File: config.mk
export PLATFORM = sky130hd
export DESIGN_NAME = button_press_hold_release_core
export DESIGN_NICKNAME = d
export VERILOG_FILES = /design/src/hw/rtl/bphr_pkg.sv /design/src/hw/rtl/button_press_hold_release_core.sv /design/src/hw/rtl/bphr_in_reg.sv /design/src/hw/rtl/bphr_eval.sv /design/src/hw/rtl/bphr_out_reg.sv
export SDC_FILE = /design/constraint.sdc
export NUM_CORES = 1
export LEC_CHECK = 0
export ABC_AREA = 1
export CAP_MARGIN = 5
export CORE_ASPECT_RATIO = 1.75
export CORE_MARGIN = 2
export CORE_UTILIZATION = 55
export DETAILED_ROUTE_END_ITERATION = 10
export DONT_BUFFER_PORTS = 1
export PLACE_DENSITY_LB_ADDON = 0.1
export SLEW_MARGIN = 20
export SYNTH_ARGS = -nofsm -noshare
export SYNTH_HDL_FRONTEND = slang
export SYNTH_SLANG_ARGS = --single-unit
File: constraint.sdc
create_clock -name clk -period 6.34 [get_ports clk]
set_input_delay 0 -clock clk [delete_from_list [all_inputs] [get_ports clk]]
set_output_delay 0 -clock clk [all_outputs]
set_load 0.01 [all_outputs]
File: src/hw/rtl/bphr_pkg.sv
// ----------------------------------------------------------------------------
// Button press/hold/release package
// Shared widths, reset values, register indexes, status codes and beat types.
// ----------------------------------------------------------------------------
package bphr_pkg;

  // Fixed field widths
  localparam int DATA_W    = 32;
  localparam int CFG_IDX_W = 2;

  // Default width of the internal time arithmetic
  localparam int TIME_WIDTH_DEF = 32;

  // Register reset values
  localparam logic              ACTIVE_LEVEL_RST = 1'b1;
  localparam logic [DATA_W-1:0] HOLD_TIME_RST    = 32'd500;
  localparam logic [DATA_W-1:0] INTERVAL_RST     = 32'd0;

  // Configuration register indexes
  localparam logic [CFG_IDX_W-1:0] REG_ACTIVE_LEVEL      = 2'd0;
  localparam logic [CFG_IDX_W-1:0] REG_HOLD_TIME         = 2'd1;
  localparam logic [CFG_IDX_W-1:0] REG_DEBOUNCE_INTERVAL = 2'd2;

  // Reported status codes
  typedef enum logic [1:0] {
    ST_WAITING  = 2'd0,
    ST_PRESSED  = 2'd1,
    ST_HELD     = 2'd2,
    ST_RELEASED = 2'd3
  } status_t;

  // One input beat
  typedef struct packed {
    logic              level;
    logic [DATA_W-1:0] now;
  } item_t;

  // One result beat
  typedef struct packed {
    status_t           status;
    logic [DATA_W-1:0] held;
  } result_t;

endpackage

File: src/hw/rtl/button_press_hold_release_core.sv
// An accepted beat waits in the input register and moves on to the result
// register when that register has space. Throughput: one beat per cycle
// while the result side does not stall; the single evaluation stage updates
// the detector state as each beat moves from the input to the result register.
// Reset (synchronous, active high) empties both registers, restores the
// register defaults and returns the detector to released with zeroed stamps.
// ----------------------------------------------------------------------------
// Button press/hold/release core
// Debounced press, long-press and release detector on timestamped samples.
// ----------------------------------------------------------------------------
module button_press_hold_release_core #(
  parameter int TIME_WIDTH = bphr_pkg::TIME_WIDTH_DEF
) (
  input  logic                           clk,
  input  logic                           rst,
  input  logic                           in_valid,
  output logic                           in_ready,
  input  logic                           level,
  input  logic [bphr_pkg::DATA_W-1:0]    now,
  output logic                           out_valid,
  input  logic                           out_ready,
  output logic [1:0]                     status,
  output logic [bphr_pkg::DATA_W-1:0]    held_ticks,
  input  logic                           cfg_valid,
  output logic                           cfg_ready,
  input  logic [bphr_pkg::CFG_IDX_W-1:0] cfg_index,
  input  logic [bphr_pkg::DATA_W-1:0]    cfg_data
);
  import bphr_pkg::*;

  item_t   in_item;
  item_t   r_item;
  result_t result;
  result_t r_result;
  logic    r_valid;
  logic    space;
  logic    take;

  // Configuration beats are always taken.
  assign cfg_ready = 1'b1;

  assign in_item.level = level;
  assign in_item.now   = now;

  // A beat advances when the result register can take it.
  assign take = r_valid && space;

  bphr_in_reg u_in_reg (
    .clk      (clk),
    .rst      (rst),
    .in_valid (in_valid),
    .in_ready (in_ready),
    .in_item  (in_item),
    .take     (take),
    .r_valid  (r_valid),
    .r_item   (r_item)
  );

  bphr_eval #(
    .TIME_WIDTH (TIME_WIDTH)
  ) u_eval (
    .clk       (clk),
    .rst       (rst),
    .cfg_valid (cfg_valid),
    .cfg_index (cfg_index),
    .cfg_data  (cfg_data),
    .take      (take),
    .r_item    (r_item),
    .result    (result)
  );

  bphr_out_reg u_out_reg (
    .clk       (clk),
    .rst       (rst),
    .load      (take),
    .result    (result),
    .space     (space),
    .out_valid (out_valid),
    .out_ready (out_ready),
    .r_result  (r_result)
  );

  assign status     = 2'(r_result.status);
  assign held_ticks = r_result.held;

`ifndef SYNTHESIS
  // The input side only stalls while a beat is waiting in the input register.
  a_stall_full: assert property (@(posedge clk) disable iff (rst)
    !in_ready |-> r_valid)
    else $error("input stalled with an empty input register");

  // Every beat that advances shows up as a valid result.
  a_take_result: assert property (@(posedge clk) disable iff (rst)
    take |=> out_valid)
    else $error("advanced beat did not reach the result register");

  // A waiting beat is kept while the result side is stalled.
  a_hold_input: assert property (@(posedge clk) disable iff (rst)
    r_valid && out_valid && !out_ready |=> r_valid)
    else $error("input beat lost during an output stall");

  // A release always clears the held duration.
  a_release_zero: assert property (@(posedge clk) disable iff (rst)
    out_valid && (r_result.status == ST_RELEASED) |-> (held_ticks == '0))
    else $error("released reported with a nonzero held duration");
`endif

endmodule

File: src/hw/rtl/bphr_in_reg.sv
// ----------------------------------------------------------------------------
// Input register
// Holds one accepted input beat until the evaluation stage takes it.
// ----------------------------------------------------------------------------
module bphr_in_reg (
  input  logic            clk,
  input  logic            rst,
  input  logic            in_valid,
  output logic            in_ready,
  input  bphr_pkg::item_t in_item,
  input  logic            take,
  output logic            r_valid,
  output bphr_pkg::item_t r_item
);
  import bphr_pkg::*;

  // A new beat may enter when the register is empty or is being drained.
  assign in_ready = !r_valid || take;

  // Occupancy flag.
  always_ff @(posedge clk) begin
    if (rst) begin
      r_valid <= 1'b0;
    end else if (in_ready) begin
      r_valid <= in_valid;
    end
  end

  // Payload needs no reset.
  always_ff @(posedge clk) begin
    if (in_valid && in_ready) begin
      r_item <= in_item;
    end
  end

endmodule

File: src/hw/rtl/bphr_eval.sv
// ----------------------------------------------------------------------------
// Evaluation stage
// Configuration registers, detector state and the per-beat next-state logic.
// ----------------------------------------------------------------------------
module bphr_eval #(
  parameter int TIME_WIDTH = bphr_pkg::TIME_WIDTH_DEF
) (
  input  logic                                clk,
  input  logic                                rst,
  input  logic                                cfg_valid,
  input  logic [bphr_pkg::CFG_IDX_W-1:0]      cfg_index,
  input  logic [bphr_pkg::DATA_W-1:0]         cfg_data,
  input  logic                                take,
  input  bphr_pkg::item_t                     r_item,
  output bphr_pkg::result_t                   result
);
  import bphr_pkg::*;

  localparam int TW = TIME_WIDTH;

  // Configuration registers
  logic              active_level;
  logic [DATA_W-1:0] hold_time;
  logic [DATA_W-1:0] debounce_interval;

  // Detector state
  logic          is_pressed;
  logic [TW-1:0] press_stamp;
  logic [TW-1:0] debounce_stamp;
  logic [TW-1:0] held_count;

  logic          is_pressed_next;
  logic [TW-1:0] press_stamp_next;
  logic [TW-1:0] debounce_stamp_next;
  logic [TW-1:0] held_count_next;
  status_t       status_next;

  // Intermediate terms
  logic          active;
  logic          press_new;
  logic          pressed_a;
  logic [TW-1:0] now_w;
  logic [TW-1:0] interval_w;
  logic [TW-1:0] threshold;
  logic [TW-1:0] pstamp_a;
  logic [TW-1:0] pstamp_b;
  logic [TW-1:0] elapsed;
  logic [TW-1:0] held_calc;
  logic          expired;

  // Time values at the internal width, all arithmetic modulo 2^TW.
  assign now_w      = TW'(r_item.now);
  assign interval_w = TW'(debounce_interval);
  assign threshold  = TW'(hold_time) - interval_w;

  // Press detection and the stamps as they stand after a press.
  assign active              = (r_item.level == active_level);
  assign press_new           = active && !is_pressed;
  assign pressed_a           = is_pressed || press_new;
  assign debounce_stamp_next = press_new ? now_w : debounce_stamp;
  assign pstamp_a            = press_new ? now_w : press_stamp;

  // Debounce window and held duration, with the stamp zeroed on wrap.
  assign elapsed   = now_w - debounce_stamp_next;
  assign expired   = (elapsed >= interval_w);
  assign pstamp_b  = (now_w < pstamp_a) ? '0 : pstamp_a;
  assign held_calc = now_w - pstamp_b;

  // Status and state update for the beat in the input register.
  always_comb begin
    status_next      = press_new ? ST_PRESSED : ST_WAITING;
    held_count_next  = held_count;
    is_pressed_next  = pressed_a;
    press_stamp_next = pstamp_a;
    if (expired) begin
      held_count_next = '0;
      if (active && pressed_a) begin
        press_stamp_next = pstamp_b;
        held_count_next  = held_calc;
        if (held_calc >= threshold) begin
          status_next = ST_HELD;
        end
      end
      if (!active && pressed_a) begin
        status_next     = ST_RELEASED;
        is_pressed_next = 1'b0;
      end
    end
  end

  assign result.status = status_next;
  assign result.held   = DATA_W'(held_count_next);

  // Configuration registers.
  always_ff @(posedge clk) begin
    if (rst) begin
      active_level      <= ACTIVE_LEVEL_RST;
      hold_time         <= HOLD_TIME_RST;
      debounce_interval <= INTERVAL_RST;
    end else if (cfg_valid) begin
      case (cfg_index)
        REG_ACTIVE_LEVEL:      active_level      <= cfg_data[0];
        REG_HOLD_TIME:         hold_time         <= cfg_data;
        REG_DEBOUNCE_INTERVAL: debounce_interval <= cfg_data;
        default: ;
      endcase
    end
  end

  // Detector state; rewriting the active level forgets any press.
  always_ff @(posedge clk) begin
    if (rst) begin
      is_pressed     <= 1'b0;
      press_stamp    <= '0;
      debounce_stamp <= '0;
      held_count     <= '0;
    end else begin
      if (cfg_valid && (cfg_index == REG_ACTIVE_LEVEL)) begin
        is_pressed <= 1'b0;
      end else if (take) begin
        is_pressed <= is_pressed_next;
      end
      if (take) begin
        press_stamp    <= press_stamp_next;
        debounce_stamp <= debounce_stamp_next;
        held_count     <= held_count_next;
      end
    end
  end

endmodule

File: src/hw/rtl/bphr_out_reg.sv
// ----------------------------------------------------------------------------
// Result register
// Holds one result beat until the downstream side takes it.
// ----------------------------------------------------------------------------
module bphr_out_reg (
  input  logic              clk,
  input  logic              rst,
  input  logic              load,
  input  bphr_pkg::result_t result,
  output logic              space,
  output logic              out_valid,
  input  logic              out_ready,
  output bphr_pkg::result_t r_result
);
  import bphr_pkg::*;

  // The register can take a beat when empty or being emptied.
  assign space = !out_valid || out_ready;

  // Occupancy flag.
  always_ff @(posedge clk) begin
    if (rst) begin
      out_valid <= 1'b0;
    end else if (load) begin
      out_valid <= 1'b1;
    end else if (out_ready) begin
      out_valid <= 1'b0;
    end
  end

  // Payload needs no reset.
  always_ff @(posedge clk) begin
    if (load) begin
      r_result <= result;
    end
  end

endmodule

==> metrics.txt <==
# TYPE chip_impl_metric gauge
chip_impl_metric{name="reg2reg_slack",unit="ns"} 0.43
chip_impl_metric{name="boundaryPins",unit=""} 109
chip_impl_metric{name="antenna_violating_nets_post_route",unit=""} 0
chip_impl_metric{name="grt_overflow_total",unit=""} 0
chip_impl_metric{name="synth-edff-count",unit=""} 67
chip_impl_metric{name="fin_util",unit="%"} 64.0
chip_impl_metric{name="gp_congestion",unit=""} 1.05
chip_impl_metric{name="post_synth_num_cell_types",unit=""} 58
chip_impl_metric{name="yosysWarningCount",unit=""} 0
chip_impl_metric{name="postSynthRegisterBits",unit=""} 231
chip_impl_metric{name="final.min_clock_period",unit="ns"} 5.91
chip_impl_metric{name="min_path_cells",unit=""} 5
chip_impl_info{name="min_from",value="cfg_index[0]"} 1
chip_impl_metric{name="final_hold_viol_count",unit=""} 0
chip_impl_metric{name="clockBufferDepth",unit=""} 3
chip_impl_info{name="synthFlopType",value="sky130_fd_sc_hd__dfxtp_1"} 1
chip_impl_metric{name="setup-violations-final",unit=""} 0
chip_impl_metric{name="via_count",unit=""} 15500
chip_impl_metric{name="wire_per_inst",unit="µm"} 18.5
chip_impl_metric{name="place.detailed.hpwl",unit="mm"} 37.8
chip_impl_metric{name="top_fanout_value_on_the_critical_path",unit=""} 25
chip_impl_metric{name="grt_max_degree",unit=""} 98
chip_impl_metric{name="synth.cell_area",unit="µm²"} 16500
chip_impl_info{name="tritoncts_clock_tree",value="built"} 1
chip_impl_metric{name="antenna_found_initial",unit=""} 1
chip_impl_metric{name="initial_core_util",unit="%"} 56.1
chip_impl_metric{name="num-fill-cells",unit=""} 2608
chip_impl_metric{name="worst_clock_skew",unit="ns"} 0.0156
chip_impl_metric{name="max_cap_violations",unit=""} 0
chip_impl_metric{name="nNetsFinal",unit=""} 2579
chip_impl_metric{name="worstSkewPairLatency",unit="ns"} 0.56
chip_impl_metric{name="core.rowCount",unit=""} 83
chip_impl_metric{name="postPlaceCellArea",unit="µm²"} 16900
chip_impl_info{name="outcome",value="finished, final reports clean"} 1
chip_impl_metric{name="core-area",unit="µm²"} 29400
chip_impl_metric{name="syn-instance-count",unit=""} 2248
chip_impl_metric{name="slew_violations",unit=""} 0
chip_impl_metric{name="drcViolationCount",unit=""} 0
chip_impl_info{name="clock-root-buffer",value="sky130_fd_sc_hd__clkbuf_16"} 1
chip_impl_metric{name="detail_route.wirelength",unit="mm"} 50.3
chip_impl_metric{name="ff2ff_path_depth",unit=""} 33
chip_impl_metric{name="finalCritPeriodShare",unit="%"} 93.3
chip_impl_metric{name="worst_hold_slack",unit="ns"} 0.0463
chip_impl_metric{name="pwr_density_cell",unit="nW/µm²"} 288
chip_impl_metric{name="x_dimension_of_the_die",unit="µm"} 135
chip_impl_metric{name="detailedRoute.firstPassIterationCount",unit=""} 7
chip_impl_info{name="worstReg2RegStart",value="u_in_reg.r_item[32]"} 1
chip_impl_metric{name="clock-sinks",unit=""} 231
chip_impl_metric{name="clkSlewWorstSetupHoldPaths",unit="ns"} 0.07
chip_impl_metric{name="synthToLayoutAreaGrowth",unit="%"} 14.1
chip_impl_info{name="cp-end-kind",value="register"} 1
chip_impl_metric{name="viasPerCell",unit=""} 5.69
chip_impl_metric{name="leakagePower",unit="nW"} 8.15
chip_impl_metric{name="timing.max_slew.rel_slack",unit="%"} 44.8
chip_impl_metric{name="vdd_drop_max",unit="mV"} 0.254
chip_impl_metric{name="syn-mean-instance-area",unit="µm²"} 7.33
chip_impl_metric{name="level_count_of_the_clock_h_tree",unit=""} 1
chip_impl_info{name="worstSetupPathType",value="register to register"} 1
chip_impl_metric{name="fmaxAchievable",unit="MHz"} 169
chip_impl_metric{name="max_slew.worst_pin.slew",unit="ns"} 0.828
chip_impl_info{name="holdCritPathClass",value="input pin to register"} 1
chip_impl_metric{name="finish.instance_area",unit="µm²"} 18800
chip_impl_metric{name="port-buffer-count",unit=""} 0
chip_impl_info{name="worst_path_max_delay_cell",value="sky130_fd_sc_hd__nor4_4"} 1
chip_impl_info{name="hold_path_end",value="u_eval.hold_time[16]"} 1
chip_impl_metric{name="synth.yosys.seq_area_share",unit="%"} 32.1
chip_impl_info{name="cpMostUsedCell",value="sky130_fd_sc_hd__nand2_1"} 1
chip_impl_info{name="r2r-end",value="u_eval.held_count[1]"} 1
chip_impl_metric{name="initialDrtViolationCount",unit=""} 889
chip_impl_metric{name="postSynth.asyncResetShare",unit="%"} 0
chip_impl_metric{name="cp_data_arrival_time",unit="ns"} 6.39
chip_impl_metric{name="wire_length_of_the_first_global_routing_pass",unit="mm"} 77.4
chip_impl_metric{name="grt_pass1_vias",unit=""} 15300
chip_impl_metric{name="die-height",unit="µm"} 233
chip_impl_metric{name="postSynthNetCount",unit=""} 2512
chip_impl_metric{name="final_layout_size_suffix_gt1_share",unit="%"} 7.29
chip_impl_metric{name="cts-buffers-inserted",unit=""} 24
chip_impl_metric{name="fp.dieArea",unit="µm²"} 31400
chip_impl_metric{name="required",unit="ns"} 6.81
chip_impl_metric{name="cpPeakStageDelay",unit="ns"} 0.43
chip_impl_info{name="worst_setup_path_start_kind",value="register"} 1
chip_impl_metric{name="gr-usage-all-layers",unit="%"} 31.2
[cells in the mapped netlist (5+ instances only)]
cell type	instances	area share [%]
sky130_fd_sc_hd__ha_1	189	14
sky130_fd_sc_hd__nand2_2	17	0.65
sky130_fd_sc_hd__a31oi_1	9	0.34
sky130_fd_sc_hd__buf_4	5	0.23
sky130_fd_sc_hd__nand3_1	92	2.8
sky130_fd_sc_hd__buf_1	8	0.18
sky130_fd_sc_hd__o21a_1	7	0.32
sky130_fd_sc_hd__o21ai_2	20	1.1
sky130_fd_sc_hd__nor2_1	139	3.2
sky130_fd_sc_hd__o22ai_1	6	0.23
sky130_fd_sc_hd__a211oi_1	6	0.27
sky130_fd_sc_hd__o21ai_1	7	0.21
sky130_fd_sc_hd__a21o_1	8	0.36
sky130_fd_sc_hd__inv_1	345	7.9
sky130_fd_sc_hd__a21oi_1	293	8.9
sky130_fd_sc_hd__nand4_1	13	0.49
sky130_fd_sc_hd__xor2_1	56	3.0
sky130_fd_sc_hd__dfxtp_1	164	20
sky130_fd_sc_hd__o21ai_0	212	6.4
sky130_fd_sc_hd__clkbuf_1	53	1.2
sky130_fd_sc_hd__o211ai_1	14	0.64
sky130_fd_sc_hd__nand2_1	395	9.0
sky130_fd_sc_hd__edfxtp_1	67	12
sky130_fd_sc_hd__nor3_1	25	0.76
sky130_fd_sc_hd__xnor2_1	30	1.6
[metrics by stage]
| step | setup slack [ns] | total power (W) | std cells | TNS (ns) |
|---|---|---|---|---|
| final | 0.425 | 0.00541 | 2716 | 0 |
| after global routing | -0.0111 | 0.00574 | 2715 | -0.0111 |
| after CTS | 0.0718 | 0.00533 | 2709 | 0 |
| after detailed placement | -0.0413 | 0.00384 | 2586 | -0.0413 |
| after global placement | 0.0389 | 0.00381 | 2586 | 0 |
| after floorplan | 1.01 | 0.00325 | 2248 | 0 |
[placed cells by master (no fill, tap or decap), types with 14 or more instances in the layout]
cell type                       count
sky130_fd_sc_hd__ha_1             185
sky130_fd_sc_hd__xor2_1            55
sky130_fd_sc_hd__nor2_1           139
sky130_fd_sc_hd__a21oi_1          286
sky130_fd_sc_hd__nor3_1            23
sky130_fd_sc_hd__clkbuf_16         29
sky130_fd_sc_hd__edfxtp_1          67
sky130_fd_sc_hd__nand3_1           91
sky130_fd_sc_hd__o21ai_2           27
sky130_fd_sc_hd__o211ai_1          14
sky130_fd_sc_hd__o21ai_0          194
sky130_fd_sc_hd__nand2_1          391
sky130_fd_sc_hd__inv_1            344
sky130_fd_sc_hd__buf_4             26
sky130_fd_sc_hd__dfxtp_1          164
sky130_fd_sc_hd__dlygate4sd3_1     78
sky130_fd_sc_hd__xnor2_1           29
sky130_fd_sc_hd__nand2_2           20
sky130_fd_sc_hd__o21ai_1           18
[state kept, by name, indices dropped and copies added (netlist names)]
signal	cells
u_eval.active_level	1
u_eval.debounce_interval	32
u_eval.debounce_stamp	32
u_eval.held_count	32
u_eval.hold_time	32
u_eval.is_pressed	1
u_eval.press_stamp	32
u_in_reg.r_item	33
u_in_reg.r_valid	1
u_out_reg.out_valid	1
u_out_reg.r_result	34
[worst max-delay path by stage]
stage / startpoint / endpoint / slack [ns] / cells after the start
floorplan: u_in_reg.r_item[32] / u_out_reg.r_result[32] / 1.01 / 35
global placement: u_in_reg.r_item[32] / u_out_reg.r_result[33] / 0.04 / 37
detailed placement: u_in_reg.r_item[32] / u_out_reg.r_result[32] / -0.04 / 40
CTS: u_in_reg.r_item[32] / u_out_reg.r_result[33] / 0.07 / 40
global route: u_in_reg.r_item[32] / u_out_reg.r_result[32] / -0.01 / 42
finish: u_in_reg.r_item[32] / u_eval.held_count[1] / 0.43 / 33
[per-layer routing]
metal	global-route usage [%]	share of wire, %
met5	0	0.026
met4	14.1	5.0
met3	2.83	4.3
met2	58.1	51
met1	35.6	39
[cells by family (layout without fill, tap and decap cells)]
| logic type | count (synthesis) | in the layout | share of synthesized area, % |
|---|---|---|---|
| AO/OA/AOI/OAI | 613 | 613 | 20.5 |
| AND/OR/NAND/NOR | 700 | 700 | 18.0 |
| XOR/XNOR | 88 | 88 | 4.77 |
| other | 1 | 2 | 0.0228 |
| adder cells (fa/ha/maj) | 192 | 192 | 14.7 |
| buffers and inverters | 423 | 508 | 9.92 |
| flip-flops | 231 | 231 | 32.1 |
[report_power, final]
part / leakage [nW] / total, W / switching, W / internal, W
combinational: 5.78 / 0.00225 / 0.00145 / 0.000796
sequential: 1.98 / 0.00172 / 0.0000740 / 0.00165
clock: 0.388 / 0.00143 / 0.000618 / 0.000815
[cell type report]
cell class              instances  area [µm²]  share of cell area, %
repair buffers                113        1180                   6.29
inverters                     351        1330                   7.06
clock buffers                  36         707                   3.76
diodes                          1        2.50                 0.0133
well taps                     382         478                   2.54
multi-input cells            1594        9730                   51.8
flip-flops and latches        231        5300                   28.2
clock inverters                 8        76.3                  0.406
[critical path: cells and delay by family (launching register included)]
kind / cells / cell delay (ns)
simple gates: 14 / 1.99
fa+ha+maj: 2 / 0.65
buf+inv: 8 / 1.25
compound gates: 8 / 1.39
xor+xnor: 1 / 0.15
flops: 1 / 0.39
[what timing repair did]
| item | 4_1_cts | 5_1_grt |
|---|---|---|
| buffers inserted | 0 | 2 |
| pin swaps | 0 | 3 |
| gates resized for setup | 2 | 53 |
| hold endpoints to repair | 195 | 0 |
| gates cloned | 0 | 4 |
| hold buffers | 79 | 0 |
| setup endpoints to repair | 2 | 81 |
Note: power is estimated with default switching activity, not from simulation.
